$ cat config.mk
export PLATFORM = sky130hd
export DESIGN_NAME = sbox_rotate_xor_body_cipher
export DESIGN_NICKNAME = d
export VERILOG_FILES = /design/src/design/srx_pkg.sv /design/src/design/sbox_rotate_xor_body_cipher.sv /design/src/design/srx_key_sched.sv /design/src/design/srx_front.sv /design/src/design/srx_queue.sv /design/src/design/srx_back.sv
export SDC_FILE = /design/constraint.sdc
export NUM_CORES = 2
export LEC_CHECK = 0
export ABC_AREA = 0
export BUFFER_PORTS_ARGS = -buffer_cell sky130_fd_sc_hd__buf_2
export CAP_MARGIN = 20
export CORE_ASPECT_RATIO = 1.1
export CORE_MARGIN = 3
export CORE_UTILIZATION = 40
export DETAILED_ROUTE_END_ITERATION = 16
export MAX_ROUTING_LAYER = met4
export PLACE_DENSITY_LB_ADDON = 0.05
export SLEW_MARGIN = 40
export SYNTH_ARGS = -nofsm -noshare
export SYNTH_HDL_FRONTEND = slang
export SYNTH_SLANG_ARGS = --single-unit
$ cat constraint.sdc
create_clock -name clock -period 9.1 [get_ports clock]
set_clock_uncertainty 0.05 [all_clocks]
set_input_delay 0.455 -clock clock [delete_from_list [all_inputs] [get_ports clock]]
set_output_delay 0.455 -clock clock [all_outputs]
set_load 0.1 [all_outputs]
$ cat src/design/srx_pkg.sv
// Shared types, constants and S-box tables of the byte-stream cipher.
// No dependencies; imported by every module of the block.
package srx_pkg;

   localparam int LENGTH_BITS_DEF = 16;
   localparam int BLK_BYTES       = 16;
   localparam int Q_DEPTH         = 2;

   // Frame header bytes
   localparam logic [7:0] HDR_BYTE0   = 8'h74;
   localparam logic [7:0] HDR_BYTE1   = 8'h63;
   localparam logic [7:0] HDR_VERSION = 8'h02;

   // Register indexes of the configuration port
   localparam logic [2:0] CSR_KEY_WORD0   = 3'd0;
   localparam logic [2:0] CSR_KEY_WORD1   = 3'd1;
   localparam logic [2:0] CSR_KEY_WORD2   = 3'd2;
   localparam logic [2:0] CSR_KEY_WORD3   = 3'd3;
   localparam logic [2:0] CSR_KEY_LENGTH  = 3'd4;
   localparam logic [2:0] CSR_DIRECTION   = 3'd5;
   localparam logic [2:0] CSR_BODY_LENGTH = 3'd6;

   localparam logic [7:0] FWD_BOX [0:255] = '{
      8'h63,8'h7c,8'h77,8'h7b,8'hf2,8'h6b,8'h6f,8'hc5,8'h30,8'h01,8'h67,8'h2b,8'hfe,8'hd7,8'hab,8'h76,
      8'hca,8'h82,8'hc9,8'h7d,8'hfa,8'h59,8'h47,8'hf0,8'had,8'hd4,8'ha2,8'haf,8'h9c,8'ha4,8'h72,8'hc0,
      8'hb7,8'hfd,8'h93,8'h26,8'h36,8'h3f,8'hf7,8'hcc,8'h34,8'ha5,8'he5,8'hf1,8'h71,8'hd8,8'h31,8'h15,
      8'h04,8'hc7,8'h23,8'hc3,8'h18,8'h96,8'h05,8'h9a,8'h07,8'h12,8'h80,8'he2,8'heb,8'h27,8'hb2,8'h75,
      8'h09,8'h83,8'h2c,8'h1a,8'h1b,8'h6e,8'h5a,8'ha0,8'h52,8'h3b,8'hd6,8'hb3,8'h29,8'he3,8'h2f,8'h84,
      8'h53,8'hd1,8'h00,8'hed,8'h20,8'hfc,8'hb1,8'h5b,8'h6a,8'hcb,8'hbe,8'h39,8'h4a,8'h4c,8'h58,8'hcf,
      8'hd0,8'hef,8'haa,8'hfb,8'h43,8'h4d,8'h33,8'h85,8'h45,8'hf9,8'h02,8'h7f,8'h50,8'h3c,8'h9f,8'ha8,
      8'h51,8'ha3,8'h40,8'h8f,8'h92,8'h9d,8'h38,8'hf5,8'hbc,8'hb6,8'hda,8'h21,8'h10,8'hff,8'hf3,8'hd2,
      8'hcd,8'h0c,8'h13,8'hec,8'h5f,8'h97,8'h44,8'h17,8'hc4,8'ha7,8'h7e,8'h3d,8'h64,8'h5d,8'h19,8'h73,
      8'h60,8'h81,8'h4f,8'hdc,8'h22,8'h2a,8'h90,8'h88,8'h46,8'hee,8'hb8,8'h14,8'hde,8'h5e,8'h0b,8'hdb,
      8'he0,8'h32,8'h3a,8'h0a,8'h49,8'h06,8'h24,8'h5c,8'hc2,8'hd3,8'hac,8'h62,8'h91,8'h95,8'he4,8'h79,
      8'he7,8'hc8,8'h37,8'h6d,8'h8d,8'hd5,8'h4e,8'ha9,8'h6c,8'h56,8'hf4,8'hea,8'h65,8'h7a,8'hae,8'h08,
      8'hba,8'h78,8'h25,8'h2e,8'h1c,8'ha6,8'hb4,8'hc6,8'he8,8'hdd,8'h74,8'h1f,8'h4b,8'hbd,8'h8b,8'h8a,
      8'h70,8'h3e,8'hb5,8'h66,8'h48,8'h03,8'hf6,8'h0e,8'h61,8'h35,8'h57,8'hb9,8'h86,8'hc1,8'h1d,8'h9e,
      8'he1,8'hf8,8'h98,8'h11,8'h69,8'hd9,8'h8e,8'h94,8'h9b,8'h1e,8'h87,8'he9,8'hce,8'h55,8'h28,8'hdf,
      8'h8c,8'ha1,8'h89,8'h0d,8'hbf,8'he6,8'h42,8'h68,8'h41,8'h99,8'h2d,8'h0f,8'hb0,8'h54,8'hbb,8'h16
   };

   localparam logic [7:0] INV_BOX [0:255] = '{
      8'h52,8'h09,8'h6a,8'hd5,8'h30,8'h36,8'ha5,8'h38,8'hbf,8'h40,8'ha3,8'h9e,8'h81,8'hf3,8'hd7,8'hfb,
      8'h7c,8'he3,8'h39,8'h82,8'h9b,8'h2f,8'hff,8'h87,8'h34,8'h8e,8'h43,8'h44,8'hc4,8'hde,8'he9,8'hcb,
      8'h54,8'h7b,8'h94,8'h32,8'ha6,8'hc2,8'h23,8'h3d,8'hee,8'h4c,8'h95,8'h0b,8'h42,8'hfa,8'hc3,8'h4e,
      8'h08,8'h2e,8'ha1,8'h66,8'h28,8'hd9,8'h24,8'hb2,8'h76,8'h5b,8'ha2,8'h49,8'h6d,8'h8b,8'hd1,8'h25,
      8'h72,8'hf8,8'hf6,8'h64,8'h86,8'h68,8'h98,8'h16,8'hd4,8'ha4,8'h5c,8'hcc,8'h5d,8'h65,8'hb6,8'h92,
      8'h6c,8'h70,8'h48,8'h50,8'hfd,8'hed,8'hb9,8'hda,8'h5e,8'h15,8'h46,8'h57,8'ha7,8'h8d,8'h9d,8'h84,
      8'h90,8'hd8,8'hab,8'h00,8'h8c,8'hbc,8'hd3,8'h0a,8'hf7,8'he4,8'h58,8'h05,8'hb8,8'hb3,8'h45,8'h06,
      8'hd0,8'h2c,8'h1e,8'h8f,8'hca,8'h3f,8'h0f,8'h02,8'hc1,8'haf,8'hbd,8'h03,8'h01,8'h13,8'h8a,8'h6b,
      8'h3a,8'h91,8'h11,8'h41,8'h4f,8'h67,8'hdc,8'hea,8'h97,8'hf2,8'hcf,8'hce,8'hf0,8'hb4,8'he6,8'h73,
      8'h96,8'hac,8'h74,8'h22,8'he7,8'had,8'h35,8'h85,8'he2,8'hf9,8'h37,8'he8,8'h1c,8'h75,8'hdf,8'h6e,
      8'h47,8'hf1,8'h1a,8'h71,8'h1d,8'h29,8'hc5,8'h89,8'h6f,8'hb7,8'h62,8'h0e,8'haa,8'h18,8'hbe,8'h1b,
      8'hfc,8'h56,8'h3e,8'h4b,8'hc6,8'hd2,8'h79,8'h20,8'h9a,8'hdb,8'hc0,8'hfe,8'h78,8'hcd,8'h5a,8'hf4,
      8'h1f,8'hdd,8'ha8,8'h33,8'h88,8'h07,8'hc7,8'h31,8'hb1,8'h12,8'h10,8'h59,8'h27,8'h80,8'hec,8'h5f,
      8'h60,8'h51,8'h7f,8'ha9,8'h19,8'hb5,8'h4a,8'h0d,8'h2d,8'he5,8'h7a,8'h9f,8'h93,8'hc9,8'h9c,8'hef,
      8'ha0,8'he0,8'h3b,8'h4d,8'hae,8'h2a,8'hf5,8'hb0,8'hc8,8'heb,8'hbb,8'h3c,8'h83,8'h53,8'h99,8'h61,
      8'h17,8'h2b,8'h04,8'h7e,8'hba,8'h77,8'hd6,8'h26,8'he1,8'h69,8'h14,8'h63,8'h55,8'h21,8'h0c,8'h7d
   };

   typedef logic [BLK_BYTES-1:0][7:0] blk_type;

   // One unit of output work: optional header, then keep block bytes,
   // or a single error item.
   typedef struct packed {
      logic       hdr;
      logic [3:0] pad;
      blk_type    data;
      logic [4:0] keep;
      logic       last;
      logic       err;
      logic       inv;
   } job_type;

endpackage

$ cat src/design/sbox_rotate_xor_body_cipher.sv
// Byte-stream cipher with framing, top level: configuration registers and
// the key sweep, front end, job queue and output side. Uses srx_pkg.
//
// req_* carries message bytes in (tlast marks the final byte of a message);
// rsp_* carries framed ciphertext (encrypt) or recovered plain bytes
// (decrypt) out, with tuser flagging a malformed decrypt message. csr_*
// writes the seven registers: key words 0..3, key length, direction, body
// length, one write per cycle, no read-back.
// Throughput: one input item per cycle while the queue has room and no key
// sweep runs; the output side sends one item per cycle while rsp_tready is
// high. Encrypt sends 20 items for a message's first block (header
// included), so input pauses for each message. A finished block passes
// through the job queue, then the result register. Reset and every key or
// key-length write start a 16-byte key sweep, one key byte per cycle, during
// which req_tready is low. When the receiver stalls, the result register
// holds, the two-entry job queue fills and req_tready then drops.
module sbox_rotate_xor_body_cipher
   import srx_pkg::*;
#(
   parameter int LENGTH_BITS = LENGTH_BITS_DEF
) (
   input  logic        clock,
   input  logic        reset,
   input  logic        req_tvalid,
   output logic        req_tready,
   input  logic [7:0]  req_tdata,   // [7:0] in_byte
   input  logic        req_tlast,
   output logic        rsp_tvalid,
   input  logic        rsp_tready,
   output logic [7:0]  rsp_tdata,   // [7:0] out_byte
   output logic        rsp_tlast,
   output logic        rsp_tuser,   // [0] out_error
   input  logic        csr_we,
   input  logic [2:0]  csr_addr,
   input  logic [31:0] csr_wdata
);

   logic [3:0][31:0] key_words_ff;
   logic [4:0]       key_len_ff;
   logic             dir_ff;
   logic [15:0]      body_len_ff;
   logic             key_restart;
   logic             key_busy;
   blk_type          round_key;
   logic             accept;
   logic             push;
   job_type          push_job;
   job_type          head;
   logic             q_valid;
   logic             q_full;
   logic             pop;

   // Configuration registers
   always_ff @(posedge clock) begin
      if (reset) begin
         key_words_ff <= '0;
         key_len_ff   <= 5'd16;
         dir_ff       <= 1'b0;
         body_len_ff  <= 16'd1;
      end else if (csr_we) begin
         unique case (csr_addr)
            CSR_KEY_WORD0:   key_words_ff[3] <= csr_wdata;
            CSR_KEY_WORD1:   key_words_ff[2] <= csr_wdata;
            CSR_KEY_WORD2:   key_words_ff[1] <= csr_wdata;
            CSR_KEY_WORD3:   key_words_ff[0] <= csr_wdata;
            CSR_KEY_LENGTH:  key_len_ff      <= csr_wdata[4:0];
            CSR_DIRECTION:   dir_ff          <= csr_wdata[0];
            CSR_BODY_LENGTH: body_len_ff     <= csr_wdata[15:0];
            default: ;
         endcase
      end
   end

   assign key_restart = csr_we && (csr_addr <= CSR_KEY_LENGTH);
   assign req_tready  = !key_busy && !q_full;
   assign accept      = req_tvalid && req_tready;

   srx_key_sched u_key (
      .clock     (clock),
      .reset     (reset),
      .restart   (key_restart),
      .key_words (key_words_ff),
      .key_len   (key_len_ff),
      .busy      (key_busy),
      .round_key (round_key)
   );

   srx_front #(.LENGTH_BITS(LENGTH_BITS)) u_front (
      .clock       (clock),
      .reset       (reset),
      .accept      (accept),
      .in_byte     (req_tdata),
      .in_last     (req_tlast),
      .direction   (dir_ff),
      .body_length (body_len_ff),
      .round_key   (round_key),
      .push        (push),
      .job         (push_job)
   );

   srx_queue u_queue (
      .clock    (clock),
      .reset    (reset),
      .push     (push),
      .push_job (push_job),
      .pop      (pop),
      .head     (head),
      .valid    (q_valid),
      .full     (q_full)
   );

   srx_back u_back (
      .clock     (clock),
      .reset     (reset),
      .q_valid   (q_valid),
      .head      (head),
      .pop       (pop),
      .out_ready (rsp_tready),
      .out_valid (rsp_tvalid),
      .out_byte  (rsp_tdata),
      .out_last  (rsp_tlast),
      .out_error (rsp_tuser)
   );

endmodule

$ cat src/design/srx_key_sched.sv
// Round key sweep: extends a short key with the inverse S-box chain and
// S-boxes every byte, one byte per cycle. Depends on srx_pkg.
module srx_key_sched
   import srx_pkg::*;
(
   input  logic             clock,
   input  logic             reset,
   input  logic             restart,
   input  logic [3:0][31:0] key_words,
   input  logic [4:0]       key_len,
   output logic             busy,
   output blk_type          round_key
);

   logic       busy_ff, busy_in;
   logic [3:0] step_ff, step_in;
   logic [7:0] prev_ff;
   blk_type    key_ff;
   logic [31:0] word;
   logic [7:0]  raw_byte;
   logic [7:0]  chain_byte;
   logic        use_raw;

   // Raw byte of the current step, big-endian within its word
   assign word       = key_words[3 - step_ff[3:2]];
   assign raw_byte   = 8'(word >> {~step_ff[1:0], 3'b000});
   assign use_raw    = (step_ff == 4'd0) || ({1'b0, step_ff} < key_len);
   assign chain_byte = use_raw ? raw_byte : INV_BOX[prev_ff];

   always_comb begin
      busy_in = busy_ff;
      step_in = step_ff;
      if (restart) begin
         busy_in = 1'b1;
         step_in = '0;
      end else if (busy_ff) begin
         step_in = step_ff + 4'd1;
         if (step_ff == 4'hF) busy_in = 1'b0;
      end
   end

   always_ff @(posedge clock) begin
      if (reset) begin
         busy_ff <= 1'b1;
         step_ff <= '0;
      end else begin
         busy_ff <= busy_in;
         step_ff <= step_in;
      end
   end

   // Key bytes, stored in big-endian byte order of the block
   always_ff @(posedge clock) begin
      if (busy_ff && !restart) begin
         key_ff[~step_ff] <= FWD_BOX[chain_byte];
         prev_ff <= chain_byte;
      end
   end

   assign busy      = busy_ff;
   assign round_key = key_ff;

endmodule

$ cat src/design/srx_front.sv
// Front end: takes message bytes, tracks framing, gathers 16-byte blocks
// and turns each finished block into a job for the output side. Uses srx_pkg.
module srx_front
   import srx_pkg::*;
#(
   parameter int LENGTH_BITS = LENGTH_BITS_DEF
) (
   input  logic        clock,
   input  logic        reset,
   input  logic        accept,
   input  logic [7:0]  in_byte,
   input  logic        in_last,
   input  logic        direction,
   input  logic [15:0] body_length,
   input  blk_type     round_key,
   output logic        push,
   output job_type     job
);

   // Block byte i sits at byte position BLK_BYTES-1-i (big-endian)
   logic [3:0]             fill_ff, fill_in;
   logic [2:0]             hdr_cnt_ff, hdr_cnt_in;
   logic [3:0]             pad_ff, pad_in;
   logic                   pinv_ff, pinv_in;
   logic [LENGTH_BITS-1:0] seen_ff, seen_in;
   logic [7:0]             store_ff [BLK_BYTES];
   logic [7:0]             byte_m;
   logic [7:0]             blk [BLK_BYTES];
   logic [7:0]             kb [BLK_BYTES];
   blk_type                enc_blk, dec_blk;
   logic [3:0]             pad_e;
   logic                   end_msg;
   logic                   store_we;

   assign byte_m   = direction ? in_byte : FWD_BOX[in_byte];
   assign pad_e    = 4'(4'd0 - body_length[3:0]);
   assign store_we = accept && !(direction && !hdr_cnt_ff[2]);

   // Assemble the block: stored bytes, the new byte, then S-boxed zero pad
   always_comb begin
      for (int i = 0; i < BLK_BYTES; i++) begin
         kb[i] = round_key[BLK_BYTES - 1 - i];
         if (4'(i) < fill_ff)       blk[i] = store_ff[i];
         else if (4'(i) == fill_ff) blk[i] = byte_m;
         else                       blk[i] = FWD_BOX[0];
      end
   end

   // Word rotations are byte permutations within each word
   always_comb begin
      for (int k = 0; k < 4; k++) begin
         for (int p = 0; p < 4; p++) begin
            enc_blk[BLK_BYTES - 1 - (4 * k + p)] =
               blk[4 * k + ((p + k) % 4)] ^ kb[4 * k + p];
            dec_blk[BLK_BYTES - 1 - (4 * k + p)] =
               blk[4 * k + ((p + 4 - k) % 4)] ^ kb[4 * k + ((p + 4 - k) % 4)];
         end
      end
   end

   // Message state and job generation
   always_comb begin
      fill_in    = fill_ff;
      hdr_cnt_in = hdr_cnt_ff;
      pad_in     = pad_ff;
      pinv_in    = pinv_ff;
      seen_in    = seen_ff;
      end_msg    = 1'b0;
      push       = 1'b0;
      job        = '0;
      if (accept) begin
         if (seen_ff != '1) seen_in = seen_ff + 1'b1;
         if (!direction) begin
            if (hdr_cnt_ff == 3'd0) begin
               hdr_cnt_in = 3'd4;
               pad_in     = pad_e;
            end
            if (fill_ff == 4'hF || in_last) begin
               push      = 1'b1;
               job.hdr   = (hdr_cnt_ff == 3'd0);
               job.pad   = pad_e;
               job.data  = enc_blk;
               job.keep  = 5'd16;
               job.last  = in_last;
               fill_in   = '0;
            end else begin
               fill_in = fill_ff + 4'd1;
               // header goes out with the first byte
               if (hdr_cnt_ff == 3'd0) begin
                  push    = 1'b1;
                  job.hdr = 1'b1;
                  job.pad = pad_e;
               end
            end
            end_msg = in_last;
         end else if (!hdr_cnt_ff[2]) begin
            if (hdr_cnt_ff == 3'd3) begin
               pad_in  = in_byte[3:0];
               pinv_in = |in_byte[7:4];
            end
            hdr_cnt_in = hdr_cnt_ff + 3'd1;
            if (in_last) begin
               push     = 1'b1;
               job.err  = 1'b1;
               job.last = 1'b1;
               end_msg  = 1'b1;
            end
         end else if (fill_ff == 4'hF) begin
            fill_in = '0;
            push    = 1'b1;
            if (in_last && pinv_ff) begin
               job.err  = 1'b1;
               job.last = 1'b1;
            end else begin
               job.data = dec_blk;
               job.keep = in_last ? 5'(5'd16 - {1'b0, pad_ff}) : 5'd16;
               job.last = in_last;
               job.inv  = 1'b1;
            end
            end_msg = in_last;
         end else if (in_last) begin
            push     = 1'b1;
            job.err  = 1'b1;
            job.last = 1'b1;
            end_msg  = 1'b1;
         end else begin
            fill_in = fill_ff + 4'd1;
         end
         if (end_msg) begin
            fill_in    = '0;
            hdr_cnt_in = '0;
            pad_in     = '0;
            pinv_in    = 1'b0;
            seen_in    = '0;
         end
      end
   end

   always_ff @(posedge clock) begin
      if (reset) begin
         fill_ff    <= '0;
         hdr_cnt_ff <= '0;
         pad_ff     <= '0;
         pinv_ff    <= 1'b0;
         seen_ff    <= '0;
      end else begin
         fill_ff    <= fill_in;
         hdr_cnt_ff <= hdr_cnt_in;
         pad_ff     <= pad_in;
         pinv_ff    <= pinv_in;
         seen_ff    <= seen_in;
      end
   end

   always_ff @(posedge clock) begin
      if (store_we) store_ff[fill_ff] <= byte_m;
   end

endmodule

$ cat src/design/srx_queue.sv
// Short job queue between the front end and the output side.
// Uses job_type and Q_DEPTH from srx_pkg.
module srx_queue
   import srx_pkg::*;
(
   input  logic    clock,
   input  logic    reset,
   input  logic    push,
   input  job_type push_job,
   input  logic    pop,
   output job_type head,
   output logic    valid,
   output logic    full
);

   localparam int PW = (Q_DEPTH > 1) ? $clog2(Q_DEPTH) : 1;
   localparam int CW = $clog2(Q_DEPTH + 1);

   job_type          mem_ff [Q_DEPTH];
   logic [PW-1:0]    wr_ff, wr_in, rd_ff, rd_in;
   logic [CW-1:0]    cnt_ff, cnt_in;

   assign wr_in  = push ? ((wr_ff == PW'(Q_DEPTH - 1)) ? '0 : wr_ff + 1'b1) : wr_ff;
   assign rd_in  = pop  ? ((rd_ff == PW'(Q_DEPTH - 1)) ? '0 : rd_ff + 1'b1) : rd_ff;
   assign cnt_in = CW'(cnt_ff + CW'(push) - CW'(pop));

   always_ff @(posedge clock) begin
      if (reset) begin
         wr_ff  <= '0;
         rd_ff  <= '0;
         cnt_ff <= '0;
      end else begin
         wr_ff  <= wr_in;
         rd_ff  <= rd_in;
         cnt_ff <= cnt_in;
      end
   end

   always_ff @(posedge clock) begin
      if (push) mem_ff[wr_ff] <= push_job;
   end

   assign head  = mem_ff[rd_ff];
   assign valid = (cnt_ff != '0);
   assign full  = (cnt_ff == CW'(Q_DEPTH));

endmodule

$ cat src/design/srx_back.sv
// Output side: walks the job at the queue head one byte per cycle, unless
// the receiver stalls, into a registered result stage. Uses srx_pkg.
module srx_back
   import srx_pkg::*;
(
   input  logic       clock,
   input  logic       reset,
   input  logic       q_valid,
   input  job_type    head,
   output logic       pop,
   input  logic       out_ready,
   output logic       out_valid,
   output logic [7:0] out_byte,
   output logic       out_last,
   output logic       out_error
);

   logic [4:0] idx_ff, idx_in;
   logic       ov_ff, ov_in;
   logic [7:0] byte_ff, byte_in;
   logic       last_ff, last_in;
   logic       err_ff;
   logic [4:0] total;
   logic [3:0] j;
   logic       in_hdr;
   logic       emit;
   logic       fin;
   logic [7:0] data_byte;

   assign total  = head.err ? 5'd1 : ((head.hdr ? 5'd4 : 5'd0) + head.keep);
   assign in_hdr = head.hdr && (idx_ff < 5'd4);
   assign j      = 4'(head.hdr ? idx_ff - 5'd4 : idx_ff);
   assign emit   = q_valid && (!ov_ff || out_ready);
   assign fin    = (idx_ff == 5'(total - 5'd1));
   assign pop    = emit && fin;

   // byte j of the block sits at position 15 - j
   assign data_byte = head.data[~j];

   // Select the next byte of the job
   always_comb begin
      priority if (head.err) begin
         byte_in = '0;
         last_in = 1'b1;
      end else if (in_hdr) begin
         unique case (idx_ff[1:0])
            2'd0: byte_in = HDR_BYTE0;
            2'd1: byte_in = HDR_BYTE1;
            2'd2: byte_in = HDR_VERSION;
            2'd3: byte_in = {4'b0, head.pad};
         endcase
         last_in = 1'b0;
      end else begin
         byte_in = head.inv ? INV_BOX[data_byte] : data_byte;
         last_in = head.last && ({1'b0, j} == 5'(head.keep - 5'd1));
      end
   end

   assign idx_in = emit ? (fin ? '0 : idx_ff + 5'd1) : idx_ff;
   assign ov_in  = emit ? 1'b1 : (out_ready ? 1'b0 : ov_ff);

   always_ff @(posedge clock) begin
      if (reset) begin
         idx_ff <= '0;
         ov_ff  <= 1'b0;
      end else begin
         idx_ff <= idx_in;
         ov_ff  <= ov_in;
      end
   end

   always_ff @(posedge clock) begin
      if (emit) begin
         byte_ff <= byte_in;
         last_ff <= last_in;
         err_ff  <= head.err;
      end
   end

   assign out_valid = ov_ff;
   assign out_byte  = byte_ff;
   assign out_last  = last_ff;
   assign out_error = err_ff;

endmodule

==> impl_results.md <==
- Status: complete, no violations
- R2R Setup Slk: 2.73 ns
- Die height: 358.4 µm
- Most frequent cells after synthesis: 633 x nand2_1, 548 x edfxtp_1, 382 x nor2_1
- Largest net degree at the start of global routing: 123
- Worst slew pin tran: 0.8895 ns
- Final setup viols: 0
- Max clock buf depth: 3
- Sequential fraction of the synthesis area: 0.4380
- Vias in the first global route: 36958
- Via density per instance: 6.403
- Power Density: 202.4 nW/µm²
- Fin crit period: 6.369 ns
- Post-DRT Antenna Nets: 0
- Critical path class: reg -> reg
- Hold Buf Count CTS: 4
- Reg2Reg Depth: 18
- Share of layout cells above drive strength 1: 0.1303
- Clk pin slew, worst setup/hold paths: 0.06 ns
- Overall power: 10050 µW
- Total number of vias: 38837
- Origin of the critical flop-to-flop path: u_key.prev_ff[1]$_DFFE_PP_
- Port bufs: 60
- TritonCTS buffer count: 82
- Routability Congestion: 1.008
- DR pass1 iterations: 6
- Initial antenna violation count: 14
- Avg WL per Cell: 29.52 µm
- I/O Pins: 61
- Post-Syn Nets: 4746
- Final nets: 4632
- Crit path required time: 9.31 ns
- Clock sink count: 714
- Die ar.: 117000 µm²
- Hold slack: 0.03697 ns
- Worst skew pair latency: 0.65 ns
- Static Leak: 0.01623 µW
- Post-CTS sizing: 0
- Core area: 111300 µm²
- Detailed Route Iter0 Violations: 5627
- Setup WS post-layout: 2.731 ns
- Mapped cell area: 45160 µm²
- # Post-CTS Setup Buffers: 0
- Mapped Avg Cell Area: 9.807 µm²
- Crit path from: u_key.prev_ff[1]$_DFFE_PP_
- CP arrival: 6.58 ns
- Synth area leader: edfxtp_1
- Most frequently used flop master after synthesis: edfxtp_1
- Post-synthesis cell count: 4605
- Fin. Hold Viols: 0
- Worst Hold Class: in -> reg
- Worst Setup End Kind: flip-flop
- #FFs+latches synth: 714
- Slew Viols, Final: 0
- IR drop worst, VDD: 0.0001808 V
- Fin area: 49650 µm²
- Synth top area cells: edfxtp_1 36%, dfxtp_1 7.4%, mux4_2 7.0%
- Setup TNS: 0 ns
- CP endpoint: u_key.round_key[45]$_DFFE_PP_
- Die Wd: 326.4 µm
- DRC viols: 0
- Startpoint Class: flip-flop
- Worst slew margin: 0.4048
- Row count: 128
- Max Freq: 0.1570 GHz
- Gr usage total: 0.3060
- Cell with the most instances after synthesis: nand2_1
- TritonCTS clock tree: done
- Max FO, Critical Path: 27
- Starting Density: 0.4057
- DRT Wirelength: 179000 µm
- DPL Wire Length: 120300 µm
- Tcrit/Tclk final: 0.6999
- H-tree Lvls: 3
- Ys async rst share: 0
- Congestion Overflow GR: 0
- Synth-to-Final Area Change: 9.935%
- First-pass GRT wire length: 260500 µm
- Number of flops mapped to enable cells by yosys: 548
- Max Cap Viol: 0
- CTS root buffer: clkbuf_16
- RSZ-0062 raised after global routing: false
- Worst r2r dst: u_key.round_key[45]$_DFFE_PP_
- Netlist cell types: 105
- Share of the synthesized area in the top cell type: 0.3644
- Ys Warns: 0
- DP Area: 46820 µm²
- Place WS: 2.771 ns
## flip-flops by register name, indices dropped and copies added (netlist names), 2 cells and up, named ones only
| signal | flops |
|---|---|
| body_len_ff | 4 |
| key_len_ff | 5 |
| key_words_ff | 128 |
| u_back.idx_ff | 5 |
| u_back.out_byte | 8 |
| u_front.fill_ff | 4 |
| u_front.hdr_cnt_ff | 3 |
| u_front.pad_ff | 4 |
| u_front.store_ff | 120 |
| u_key.prev_ff | 8 |
| u_key.round_key | 128 |
| u_key.step_ff | 4 |
| u_queue.cnt_ff | 2 |
| u_queue.mem_ff | 282 |
## cell usage in the layout, fill, tap and decap left out, types with 63 or more instances in the layout
master and count:
nand2_1 631, edfxtp_1 548, nor2_1 372, a21oi_1 343, o21ai_0 210, dfxtp_1 160, mux4_2 140, buf_4 134
xor2_1 107, o22ai_1 107, xnor2_1 105, mux2i_1 101, nor3_1 91, nand3_1 91, ha_1 91, clkbuf_16 82
inv_1 70, nand2b_1 67, o211ai_1 63
## how the worst min path moves through the flow
stage / start / endpoint / slack [ns] / cells after the start
after floorplan: key_words_ff[112]$_SDFFE_PP0P_ / key_words_ff[112]$_SDFFE_PP0P_ / 0.38 / 2
after global placement: key_words_ff[80]$_SDFFE_PP0P_ / key_words_ff[80]$_SDFFE_PP0P_ / 0.39 / 2
after detailed placement: key_words_ff[17]$_SDFFE_PP0P_ / key_words_ff[17]$_SDFFE_PP0P_ / 0.39 / 2
after CTS: csr_wdata[24] / key_words_ff[56]$_SDFFE_PP0P_ / 0.003 / 3
after global routing: csr_wdata[24] / key_words_ff[56]$_SDFFE_PP0P_ / 0.02 / 3
final: csr_wdata[5] / key_words_ff[101]$_SDFFE_PP0P_ / 0.04 / 3
## per-stage QoR
| stage | std cells | util |
|---|---|---|
| finish | 6065 | 0.4461 |
| global route | 6062 | 0.4460 |
| CTS | 6050 | 0.4451 |
| detailed placement | 5896 | 0.4206 |
| global placement | 5896 | 0.4200 |
| floorplan | 4605 | - |
## area by class of cell
class                   instances  area, µm²
well taps                    1495       1871
flip-flops and latches        714      19790
clock buffers                  99       2146
repair buffers                207       1533
fillers                     10732      61660
clock inverters                51      540.5
diodes                         13      32.53
inverters                      91      349.1
multi-input cells            3395      23390
## where the power goes
part	internal, µW	switching, µW	leakage [µW]
combinational	962	2130	0.00880
sequential	3590	54.9	0.00613
clock	1920	1390	0.00130
## per-layer routing
layer / part of all wire / wire (µm) / vias to the layer above / global-route usage
met3: 0.082 / 14640 / 443 / 0.04169
met4: 0.043 / 7771 / 0 / 0.1154
met5: 0 / 0 / - / -
li1: - / - / 17161 / -
met1: 0.41 / 73300 / 19091 / 0.4027
met2: 0.47 / 83330 / 2142 / 0.4833
## logic make-up after synthesis
logic type	after synthesis	synth area share
adders and majority gates	92	0.02549
and+or+nand+nor	1522	0.1519
AOI/OAI and AO/OA	1297	0.1930
buffers and inverters	496	0.04978
muxes	270	0.1000
DFF	714	0.4380
xor gates and xnor gates	214	0.04183
## critical path, cell delays in order, from the launching register on
cell and delay, ns:
edfxtp_1 0.36, buf_4 0.25, inv_1 0.22, ha_1 0.68
inv_1 0.16, mux4_2 0.48, o311ai_0 0.30, o2bb2ai_1 0.16
mux2_2 0.29, nor2_2 0.07, buf_4 0.24, inv_1 0.19
ha_1 0.44, inv_1 0.28, nand2_1 0.26, a31o_1 0.28
o21ai_1 0.27, nor4_1 0.11, or4b_1 0.85
(Power assumes the default switching activity.)
